$ cat src/rtl/mme_pkg.sv
// ----------------------------------------------------------------------------
// mme_pkg
// Shared sizes, opcodes and the state update record of the execute unit.
// ----------------------------------------------------------------------------
package mme_pkg;

  localparam int REG_COUNT  = 8;
  // The data memory depth must be a power of two.
  localparam int MEM_DEPTH  = 16;
  localparam int REG_IDX_W  = $clog2(REG_COUNT);
  localparam int MEM_ADDR_W = $clog2(MEM_DEPTH);
  localparam int DATA_W     = 8;
  localparam int FIELD_W    = 4;

  localparam logic [FIELD_W-1:0] RESET_REG_SEL = 4'd6;
  localparam logic [DATA_W-1:0]  RESET_REG_VAL = 8'h0F;

  typedef enum logic [3:0] {
    OP_SUB  = 4'd0,
    OP_SW   = 4'd1,
    OP_SLL  = 4'd2,
    OP_SRL  = 4'd3,
    OP_LW   = 4'd4,
    OP_ORI  = 4'd5,
    OP_BNEQ = 4'd6,
    OP_AND  = 4'd7,
    OP_ADDI = 4'd8,
    OP_NOR  = 4'd9,
    OP_ANDI = 4'd10,
    OP_OR   = 4'd11,
    OP_SUBI = 4'd12,
    OP_BEQ  = 4'd13,
    OP_ADD  = 4'd14,
    OP_JUMP = 4'd15
  } op_t;

  typedef struct packed {
    logic                  reg_we;
    logic [REG_IDX_W-1:0]  reg_idx;
    logic [DATA_W-1:0]     reg_data;
    logic                  mem_we;
    logic [MEM_ADDR_W-1:0] mem_addr;
    logic [DATA_W-1:0]     mem_data;
  } wr_t;

  // A field is below twice REG_COUNT, so one compare and subtract wraps it.
  function automatic logic [REG_IDX_W-1:0] reg_index(input logic [FIELD_W-1:0] f);
    logic [FIELD_W:0] ext;
    logic [FIELD_W:0] cnt;
    logic [FIELD_W:0] res;
    ext = {1'b0, f};
    cnt = (FIELD_W+1)'(REG_COUNT);
    res = (ext >= cnt) ? (ext - cnt) : ext;
    return res[REG_IDX_W-1:0];
  endfunction

endpackage

$ cat src/rtl/mme_state.sv
// ----------------------------------------------------------------------------
// mme_state
// Register file and data memory, both in flops with their reset contents.
// ----------------------------------------------------------------------------
module mme_state
  import mme_pkg::*;
(
  input  logic                  clk,
  input  logic                  rst,
  input  logic [REG_IDX_W-1:0]  rd0_idx,
  input  logic [REG_IDX_W-1:0]  rd1_idx,
  input  logic [MEM_ADDR_W-1:0] mem_raddr,
  input  wr_t                   wr,
  output logic [DATA_W-1:0]     rd0_data,
  output logic [DATA_W-1:0]     rd1_data,
  output logic [DATA_W-1:0]     mem_rdata
);

  logic [DATA_W-1:0] regs [REG_COUNT];
  logic [DATA_W-1:0] mem  [MEM_DEPTH];

  always_ff @(posedge clk) begin
    if (rst) begin
      for (int i = 0; i < REG_COUNT; i++) begin
        regs[i] <= '0;
      end
      regs[reg_index(RESET_REG_SEL)] <= RESET_REG_VAL;
      for (int j = 0; j < MEM_DEPTH; j++) begin
        mem[j] <= '0;
      end
    end else begin
      if (wr.reg_we) begin
        regs[wr.reg_idx] <= wr.reg_data;
      end
      if (wr.mem_we) begin
        mem[wr.mem_addr] <= wr.mem_data;
      end
    end
  end

  assign rd0_data  = regs[rd0_idx];
  assign rd1_data  = regs[rd1_idx];
  assign mem_rdata = mem[mem_raddr];

endmodule

$ cat src/rtl/mme_alu.sv
// ----------------------------------------------------------------------------
// mme_alu
// Decodes one instruction and forms the state update and the zero flag.
// ----------------------------------------------------------------------------
module mme_alu
  import mme_pkg::*;
(
  input  logic                  exec,
  input  logic [15:0]           instruction,
  input  logic [DATA_W-1:0]     rh,
  input  logic [DATA_W-1:0]     ra,
  input  logic [DATA_W-1:0]     mem_rdata,
  output logic [MEM_ADDR_W-1:0] mem_addr,
  output wr_t                   wr,
  output logic                  zero_flag
);

  op_t               op;
  logic [FIELD_W-1:0] fa;
  logic [FIELD_W-1:0] fb;
  logic [DATA_W-1:0] bx;
  logic [DATA_W:0]   addr_sum;
  logic [DATA_W-1:0] value;
  logic              use_b;
  logic              writes;
  logic              cmp;

  assign op       = op_t'(instruction[15:12]);
  assign fa       = instruction[7:4];
  assign fb       = instruction[3:0];
  assign bx       = {{(DATA_W-FIELD_W){1'b0}}, fb};
  assign addr_sum = {1'b0, rh} + {1'b0, bx};
  assign mem_addr = addr_sum[MEM_ADDR_W-1:0];

  always_comb begin
    value  = '0;
    use_b  = 1'b0;
    writes = 1'b1;
    cmp    = 1'b0;
    case (op)
      OP_SUB:  begin value = rh - ra; use_b = 1'b1; end
      OP_SW:   writes = 1'b0;
      OP_SLL:  value = (fb[3]) ? '0 : (rh << fb[2:0]);
      OP_SRL:  value = (fb[3]) ? '0 : (rh >> fb[2:0]);
      OP_LW:   value = mem_rdata;
      OP_ORI:  value = rh | bx;
      OP_AND:  begin value = ra & rh; use_b = 1'b1; end
      OP_ADDI: value = rh + bx;
      OP_NOR:  begin value = ~(ra | rh); use_b = 1'b1; end
      OP_ANDI: value = rh & bx;
      OP_OR:   begin value = ra | rh; use_b = 1'b1; end
      OP_SUBI: value = rh - bx;
      OP_ADD:  begin value = ra + rh; use_b = 1'b1; end
      OP_BNEQ, OP_BEQ: begin writes = 1'b0; cmp = 1'b1; end
      default: writes = 1'b0;
    endcase
  end

  always_comb begin
    wr.reg_we   = exec && writes;
    wr.reg_idx  = reg_index(use_b ? fb : fa);
    wr.reg_data = value;
    wr.mem_we   = exec && (op == OP_SW);
    wr.mem_addr = mem_addr;
    wr.mem_data = ra;
  end

  assign zero_flag = writes ? (value == '0) : (cmp && (rh == ra));

endmodule

$ cat src/rtl/mini_mips_execute_unit.sv
// ----------------------------------------------------------------------------
// mini_mips_execute_unit
// Eight-bit MIPS subset datapath: executes one 16-bit instruction, or reads
// the low nibble of a register, for each input item.
// ----------------------------------------------------------------------------
// Usage:
// An input item (action, instruction, read_address) is taken on an edge where
// in_valid is high and in_stall is low. It lands in an input register and is
// executed against the register file and data memory when it moves to the
// output register; the state is updated on that edge. The result item
// (zero_flag, read_nibble) then sits in the output register with out_valid
// high until an edge with out_stall low takes it.
// The item passes the input register and then the output register, so the
// edge that takes an item cannot also take its result. The unit takes one
// item every cycle while the receiver does not stall, since each item reads
// and writes the state in a single pass.
// When the receiver stalls, the output register holds its item, the input
// register fills, and in_stall rises until the output drains.
// Reset clears both valid flags, zeroes the data memory and the register file
// and loads register six with 0x0F; any item held in the unit is lost by it.
// ----------------------------------------------------------------------------
module mini_mips_execute_unit
  import mme_pkg::*;
(
  input  logic        clk,
  input  logic        rst,
  input  logic        in_valid,
  output logic        in_stall,
  input  logic        action,
  input  logic [15:0] instruction,
  input  logic [3:0]  read_address,
  output logic        out_valid,
  input  logic        out_stall,
  output logic        zero_flag,
  output logic [3:0]  read_nibble
);

  logic        s1_valid;
  logic        s1_action;
  logic [15:0] s1_instr;
  logic [3:0]  s1_raddr;
  logic        advance;
  logic        take_in;

  logic [REG_IDX_W-1:0]  rd0_idx;
  logic [REG_IDX_W-1:0]  rd1_idx;
  logic [DATA_W-1:0]     rd0_data;
  logic [DATA_W-1:0]     rd1_data;
  logic [DATA_W-1:0]     mem_rdata;
  logic [MEM_ADDR_W-1:0] mem_addr;
  wr_t                   wr;
  logic                  alu_zf;

  assign advance  = s1_valid && (!out_valid || !out_stall);
  assign in_stall = s1_valid && !advance;
  assign take_in  = in_valid && !in_stall;

  always_ff @(posedge clk) begin
    if (rst) begin
      s1_valid <= 1'b0;
    end else begin
      s1_valid <= take_in || (s1_valid && !advance);
    end
    if (take_in) begin
      s1_action <= action;
      s1_instr  <= instruction;
      s1_raddr  <= read_address;
    end
  end

  assign rd0_idx = reg_index(s1_action ? s1_raddr : s1_instr[11:8]);
  assign rd1_idx = reg_index(s1_instr[7:4]);

  mme_state u_state (
    .clk       (clk),
    .rst       (rst),
    .rd0_idx   (rd0_idx),
    .rd1_idx   (rd1_idx),
    .mem_raddr (mem_addr),
    .wr        (wr),
    .rd0_data  (rd0_data),
    .rd1_data  (rd1_data),
    .mem_rdata (mem_rdata)
  );

  mme_alu u_alu (
    .exec        (advance && !s1_action),
    .instruction (s1_instr),
    .rh          (rd0_data),
    .ra          (rd1_data),
    .mem_rdata   (mem_rdata),
    .mem_addr    (mem_addr),
    .wr          (wr),
    .zero_flag   (alu_zf)
  );

  always_ff @(posedge clk) begin
    if (rst) begin
      out_valid <= 1'b0;
    end else if (advance) begin
      out_valid <= 1'b1;
    end else if (!out_stall) begin
      out_valid <= 1'b0;
    end
    if (advance) begin
      zero_flag   <= s1_action ? 1'b0 : alu_zf;
      read_nibble <= s1_action ? rd0_data[3:0] : 4'd0;
    end
  end

`ifndef SYNTHESIS
  a_state_only_on_exec: assert property (@(posedge clk) disable iff (rst)
    (wr.reg_we || wr.mem_we) |-> (advance && !s1_action))
    else $error("state written without an executed instruction");

  a_stall_needs_item: assert property (@(posedge clk) disable iff (rst)
    in_stall |-> (s1_valid && out_valid && out_stall))
    else $error("input stalled with room downstream");

  a_result_exclusive: assert property (@(posedge clk) disable iff (rst)
    out_valid |-> !(zero_flag && (read_nibble != 4'd0)))
    else $error("result carries both flag and nibble");

  a_no_result_after_reset: assert property (@(posedge clk)
    rst |=> !out_valid)
    else $error("result present right after reset");
`endif

endmodule
$ cat config.mk
export PLATFORM = sky130hd
export DESIGN_NAME = mini_mips_execute_unit
export DESIGN_NICKNAME = d
export VERILOG_FILES = /design/src/rtl/mme_pkg.sv /design/src/rtl/mme_state.sv /design/src/rtl/mme_alu.sv /design/src/rtl/mini_mips_execute_unit.sv
export SDC_FILE = /design/constraint.sdc
export NUM_CORES = 1
export LEC_CHECK = 0
export BUFFER_PORTS_ARGS = -buffer_cell sky130_fd_sc_hd__buf_4
export CORE_ASPECT_RATIO = 1.75
export CORE_MARGIN = 2
export CORE_UTILIZATION = 40
export DETAILED_ROUTE_END_ITERATION = 8
export GPL_TIMING_DRIVEN = 0
export PLACE_DENSITY = 0.53
export SYNTH_ARGS = -nofsm -noshare
export SYNTH_HDL_FRONTEND = slang
export SYNTH_SLANG_ARGS = --single-unit
export TNS_END_PERCENT = 30
$ cat constraint.sdc
create_clock -name clk -period 14.3 [get_ports clk]
set_input_delay 0.715 -clock clk [delete_from_list [all_inputs] [get_ports clk]]
set_output_delay 0.715 -clock clk [all_outputs]
set_load 0.01 [all_outputs]
==> results.cfg, run 1 <==
[logic_synthesis]
syn-num-nets = 1224
yosysSeqAreaShare_pct = 50.8
netlist_area_mm2 = 0.0129
synth-edff-count = 215
synth_cell_types = 82
synthFlopType = edfxtp_1
synthCells = 1155
yosysWarnings = 0
synth_seq_cells = 220
synth.avg_cell_area_um2 = 11.2
synthArstFlopShare_pct = 0

[cts]
cts_sinks = 220
ctsHoldBuffers = 0
cts.clk_slew.worst_paths_ps = 70
post-cts-setup-buffers = 0
cts_root_buf = clkbuf_16
cts.htree.levels = 1
cts_tree = built
cts_buffer_depth = 3
clock_latency_ps = 540
cts_resized = 0
cts_buffers = 22

[sta]
rsz0062_at_grt = false
tightest_slew_ps = 1450
setup_violations = 0
fin_setup_tns_ps = 0
maxSlewViolCount = 0
maxSlewHeadroom_pct = 2.14
hold_viol = 0
min_period_ps = 7820
fmaxAchievable_ghz = 0.128
finalClockSkew_ps = 23.6
finalCritPeriodShare_pct = 54.7

[floorplan]
fp-row-count = 87
ios = 32
die_h_um = 242
die_area_mm2 = 0.0338
die_x_um = 140
start_util_pct = 40.3
core_mm2 = 0.0320

[setup_path]
crit_type = flop to flop
crit_fanout = 10
path_cells = buf_6, mux2i_2, buf_2, nand2_1, nand3_1, nand4_1, inv_1, ha_1, inv_1, fa_1, clkbuf_1, clkbuf_1, clkbuf_1, mux4_2, mux2i_1, o211ai_1, nor2_1, nand4_1, nor4_2, nand3_1, o21ai_1
critPathMaxStageDelay_ps = 660
critPathMostFrequentCell = clkbuf_1
arrival_ps = 8160
end_kind = flop
cp.required_ps = 14640
start_kind = flop
crit_slowest_cell = nand4_1

[placed_design]
hpwl_mm = 35.3
port_buffers = 28
gp_congestion = 1.02

[outcome]
status = complete, but fails checks
violations = capacitance limit

[layout]
drive_above_1_share_pct = 14.2
post-route-util_pct = 45.0
area_growth_pct = 11.5
fin_nets = 1279
diodes = 0

[pwr]
pwr-share-comb_pct = 26.5
power.density_mw_per_mm2 = 126
swShare_pct = 32.5
internal-power_mw = 1.23
peakVddDrop_v = 0.000218
clockPowerShare_pct = 32.5
power_frac_seq_pct = 41.0
p_leak_nw = 5.35
p_switching_mw = 0.591

[hold_path]
hold_path_class = input pin to flop

[drt]
ant_nets = 0
dr.pass1.iters = 6
num_vias = 9822
wl_per_cell_um = 28.2
drt_wl_total_mm = 45.8
route.detailed.drc = 0
first_iter_violations = 701
vias_per_cell = 6.04

[grt]
grt_use_total_pct = 26.8
grt_pass1_wl_mm = 65.9
grt_pass1_vias = 9936
grt-ovfl-total = 0
antenna_found_initial = 0
grt_max_degree = 21

[flow_run]
maxCapViolations = 1
[layer usage]
metal | up-vias | global-route usage [%] | wire, um
met5 | - | 0 | 0
met1 | 4865 | 24.8 | 14200
li1 | 4365 | - | -
met4 | 0 | 21.7 | 4510
met3 | 185 | 3.11 | 2040
met2 | 407 | 51.2 | 25000
[cell families after synthesis]
family                     share of synthesized area [%]
adders and majority gates                           4.44
muxes                                               11.8
xor gates and xnor gates                            1.08
and+or+nand+nor                                     18.7
DFF                                                 50.8
AOI/OAI and AO/OA                                   9.95
buffers and inverters                               3.24
[flip-flops by register name (all words and copies together), names as in the netlist, named ones only]
| register | cells |
|---|---|
| u_state.regs | 64 |
| u_state.mem | 128 |
| s1_instr | 14 |
| out_valid | 1 |
| s1_raddr | 3 |
| zero_flag | 1 |
| read_nibble | 4 |
| s1_valid | 1 |
| s1_action | 1 |
[worst max-delay path: cells and delay by family, from the launching register on]
family,cells,cell delay [ps]
AO/OA/AOI/OAI,2,300
adder cells (fa/ha/maj),2,810
buffers and inverters,7,2930
multiplexers,3,1100
flip-flops,1,410
AND/OR/NAND/NOR,7,2030
[power by group through the flow]
stage          registers [mW]  logic (mW)  clock network [mW]
5_1_grt                 0.748       0.506               0.619
3_3_place_gp            0.759       0.470                   0
2_1_floorplan           0.753       0.295                   0
6_report                0.746       0.482               0.590
3_5_place_dp            0.759       0.475                   0
4_1_cts                 0.746       0.476               0.598
[cell usage in the layout (no fill, tap or decap), types with 6 or more instances in the layout]
cell type	Yosys	final
a21o_1	7	7
a21oi_1	42	42
a22o_1	6	6
a32oi_1	7	7
and2_1	26	26
and3_1	25	25
buf_1	6	6
buf_2	12	12
buf_4	2	30
buf_6	3	6
clkbuf_1	36	42
clkbuf_16	0	23
edfxtp_1	215	215
ha_1	41	41
inv_1	35	35
mux2i_1	30	25
mux2i_2	1	6
mux4_2	50	50
nand2_1	114	114
nand2b_1	31	31
nand3_1	22	22
nor2_1	201	201
nor2b_1	30	30
nor3_1	26	26
o21ai_0	28	28
o22ai_1	27	27
or2_2	9	9
xnor2_1	8	8
xor2_1	6	6
[layout make-up]
type | count | area [um2]
plain buffers | 59 | 267
clock buffers | 29 | 598
clock inverters | 11 | 119
fillers | 3079 | 17600
inverters | 40 | 151
multi-input cells | 836 | 5960
flip-flops and latches | 220 | 6560
well taps | 400 | 500
repair buffers | 31 | 244
[cell usage after synthesis, types with 4 or more instances]
cell type  count  area share, %
edfxtp_1     215             50
nor2_1       201            5.8
nand2_1      114            3.3
mux4_2        50            8.7
a21oi_1       42            1.6
ha_1          41            4.0
clkbuf_1      36            1.0
inv_1         35            1.0
nand2b_1      31            1.5
mux2i_1       30            2.3
nor2b_1       30            1.5
o21ai_0       28            1.1
o22ai_1       27            1.3
and2_1        26            1.3
nor3_1        26            1.0
and3_1        25            1.2
nand3_1       22           0.85
buf_2         12           0.47
or2_2          9           0.44
xnor2_1        8           0.54
a21o_1         7           0.41
a32oi_1        7           0.47
a22o_1         6           0.41
buf_1          6           0.17
nor4_1         6           0.29
xor2_1         6           0.41
a211oi_1       5           0.29
a221oi_1       5           0.34
dfxtp_1        5           0.78
nand4_1        5           0.24
nor3b_1        5           0.29
o211ai_1       5           0.29
mux2_2         4           0.35
o221ai_1       4           0.27
o2bb2ai_1      4           0.27
[metrics by stage]
step / setup slack [ps] / power, mW / area [um2] / hold WS [ps] / std cells
final: 6480 / 1.82 / 14400 / 366 / 1626
after global placement: 6680 / 1.23 / 13600 / 471 / 1583
after floorplan: 9550 / 1.05 / 12900 / 459 / 1155
after detailed placement: 6670 / 1.23 / 13700 / 493 / 1586
after global routing: 6410 / 1.87 / 14400 / 349 / 1626
after CTS: 6640 / 1.82 / 14400 / 349 / 1626
[path summary, 6_finish.rpt]
check                                startpoint           end  slack (ps)  cells after the start
worst max-delay path                  s1_action     zero_flag        6480                     21
worst min-delay path            instruction[14]  s1_instr[14]         370                      1
worst max register to register        s1_action     zero_flag        6480                     21
worst min register to register         s1_valid     out_valid         510                      2
No activity file was read; power rests on OpenSTA's default activity.
==> run 2, diff against run 1 <==
- PLACE_DENSITY: 0.53 -> 0.55
- clock period: 14.3 -> 6.44 ns (I/O delays scaled with it)
==> results.cfg, run 2 (same netlist as run 1, synthesis figures left out) <==
[cts]
cts.clk_slew.worst_paths_ps = 70
cts.htree.levels = 1
cts_sinks = 220
cts_buffers = 23
clock_latency_ps = 550
cts_tree = built
cts_root_buf = clkbuf_16
cts_buffer_depth = 3

[grt]
grt_max_degree = 21
grt_pass1_vias = 10395
grt_use_total_pct = 27.7
antenna_found_initial = 0
grt_pass1_wl_mm = 68.2
grt-ovfl-total = 0

[pwr]
power_frac_seq_pct = 40.7
swShare_pct = 33.3
clockPowerShare_pct = 32.5
pwr-share-comb_pct = 26.8
internal-power_mw = 2.72
p_switching_mw = 1.36
peakVddDrop_v = 0.000275
power.total_mw = 4.08
power.density_mw_per_mm2 = 277
p_leak_nw = 5.50

[setup_path]
cp.required_ps = 6820
crit_fanout = 12
crit_slowest_cell = clkinv_1
arrival_ps = 6570
start_kind = flop
end_kind = flop
crit_type = flop to flop
critPathMaxStageDelay_ps = 750
worstRegToRegCells = 14
path_cells = clkbuf_1, clkinv_1, ha_1, a21oi_1, o21ai_0, fa_1, xor2_1, a222oi_1, o211ai_1, a311oi_1, o2111ai_2, nor4_2, nand3_1, o21ai_1

[placed_design]
place_area_mm2 = 0.0137
post-place-ws_ps = -1290
port_buffers = 28
gp_congestion = 1.04
hpwl_mm = 35.9
dp.cells = 1585

[flow_run]
maxCapViolations = 0

[hold_path]
hold_depth = 3
hold_path_class = input pin to flop

[outcome]
status = finished, final reports clean

[floorplan]
die_x_um = 140
ios = 32
die_area_mm2 = 0.0338
core_mm2 = 0.0320
fp-row-count = 87
start_util_pct = 40.3
die_h_um = 242

[drt]
vias_per_cell = 5.96
dr.pass1.iters = 7
first_iter_violations = 712
drt_wl_total_mm = 46.7
num_vias = 9833
route.detailed.drc = 0
ant_nets = 0
wl_per_cell_um = 28.3

[layout]
largestRegisters = u_state.mem: 128 flops, u_state.regs: 64 flops, s1_instr: 14 flops
drive_above_1_share_pct = 16.2
finalInstanceArea_mm2 = 0.0147
fillers = 3020
multiInputGateArea_mm2 = 0.00605
final_common_cell = edfxtp_1
fin_nets = 1301
final_cell_mix = edfxtp_1, nor2_1, nand2_1
fin_cells = 1650
largest_register = u_state.mem
post-route-util_pct = 46.0
area_growth_pct = 14.0
largest_register_ffs = 128
regArea_mm2 = 0.00656

[sta]
tightest_slew_ps = 1230
maxSlewViolCount = 0
finalClockSkew_ps = 28.5
rsz0062_at_grt = false
layout_setup_ws_ps = 251
setup_violations = 0
finalCritPeriodShare_pct = 96.1
fmaxAchievable_ghz = 0.162
hold_viol = 0
min_period_ps = 6190
maxSlewHeadroom_pct = 17.5
## run 2: changes by cell type in the layout (fill, tap and decap cells not counted), sizes merged, moves of 2 or more
cell | previous run | this run
buf | 54 | 57
dlygate4sd3 | 0 | 18
inv | 38 | 41
clkbuf | 65 | 62
clkinv | 9 | 11
## run 2: path summary, 6_finish.rpt
kind	slack (ps)	to	from
max reg2reg	250	zero_flag	s1_instr[1]
min	30	out_valid	out_stall
max	250	zero_flag	s1_instr[1]
min reg2reg	490	out_valid	s1_valid
## run 2: timing repair
item	in CTS	in global routing
hold buffers	18	0
setup buffers	4	0
resized for setup	11	18
endpoints found under the hold margin	19	0
endpoints found under the setup margin	241	9
pin swaps	2	2
## run 2: power by group through the flow
stage,registers (mW),logic [mW],clock network (mW)
2_1_floorplan,1.67,0.656,0
3_3_place_gp,1.68,1.03,0
3_5_place_dp,1.69,1.05,0
4_1_cts,1.66,1.07,1.35
5_1_grt,1.66,1.16,1.39
6_report,1.66,1.09,1.33
## run 2: area by class of cell
class | instances | share of cell area [%]
clock buffer | 26 | 3.99
sequential | 220 | 44.5
inverter | 40 | 1.03
antenna | 1 | 0.0170
tap | 400 | 3.40
multi-input combinational | 836 | 41.1
clock inverter | 16 | 0.969
timing repair buffer | 55 | 3.14
buffer | 56 | 1.85
## run 2: metal layers
layer | vias to the layer above | global-route usage (%) | wire length [um]
met4 | 0 | 24.9 | 5110
met1 | 4841 | 24.9 | 14300
met3 | 206 | 3.86 | 1930
met2 | 378 | 52.0 | 25300
met5 | - | 0 | 0
li1 | 4408 | - | -
## run 2: per-stage QoR
stage	setup TNS, ps	hold slack (ps)
after floorplan	0	421
after global placement	-109710	474
after detailed placement	-103170	485
after CTS	0	13.6
after global routing	0	37.6
final	0	28.2
## run 2: critical path, delay by kind of cell (launching register included)
family,cells,cell delay (ps)
AND/OR/NAND/NOR,2,600
buffers and inverters,2,1390
flip-flops,1,360
adder cells (fa/ha/maj),2,1000
XOR/XNOR,1,180
AO/OA/AOI/OAI,7,2460
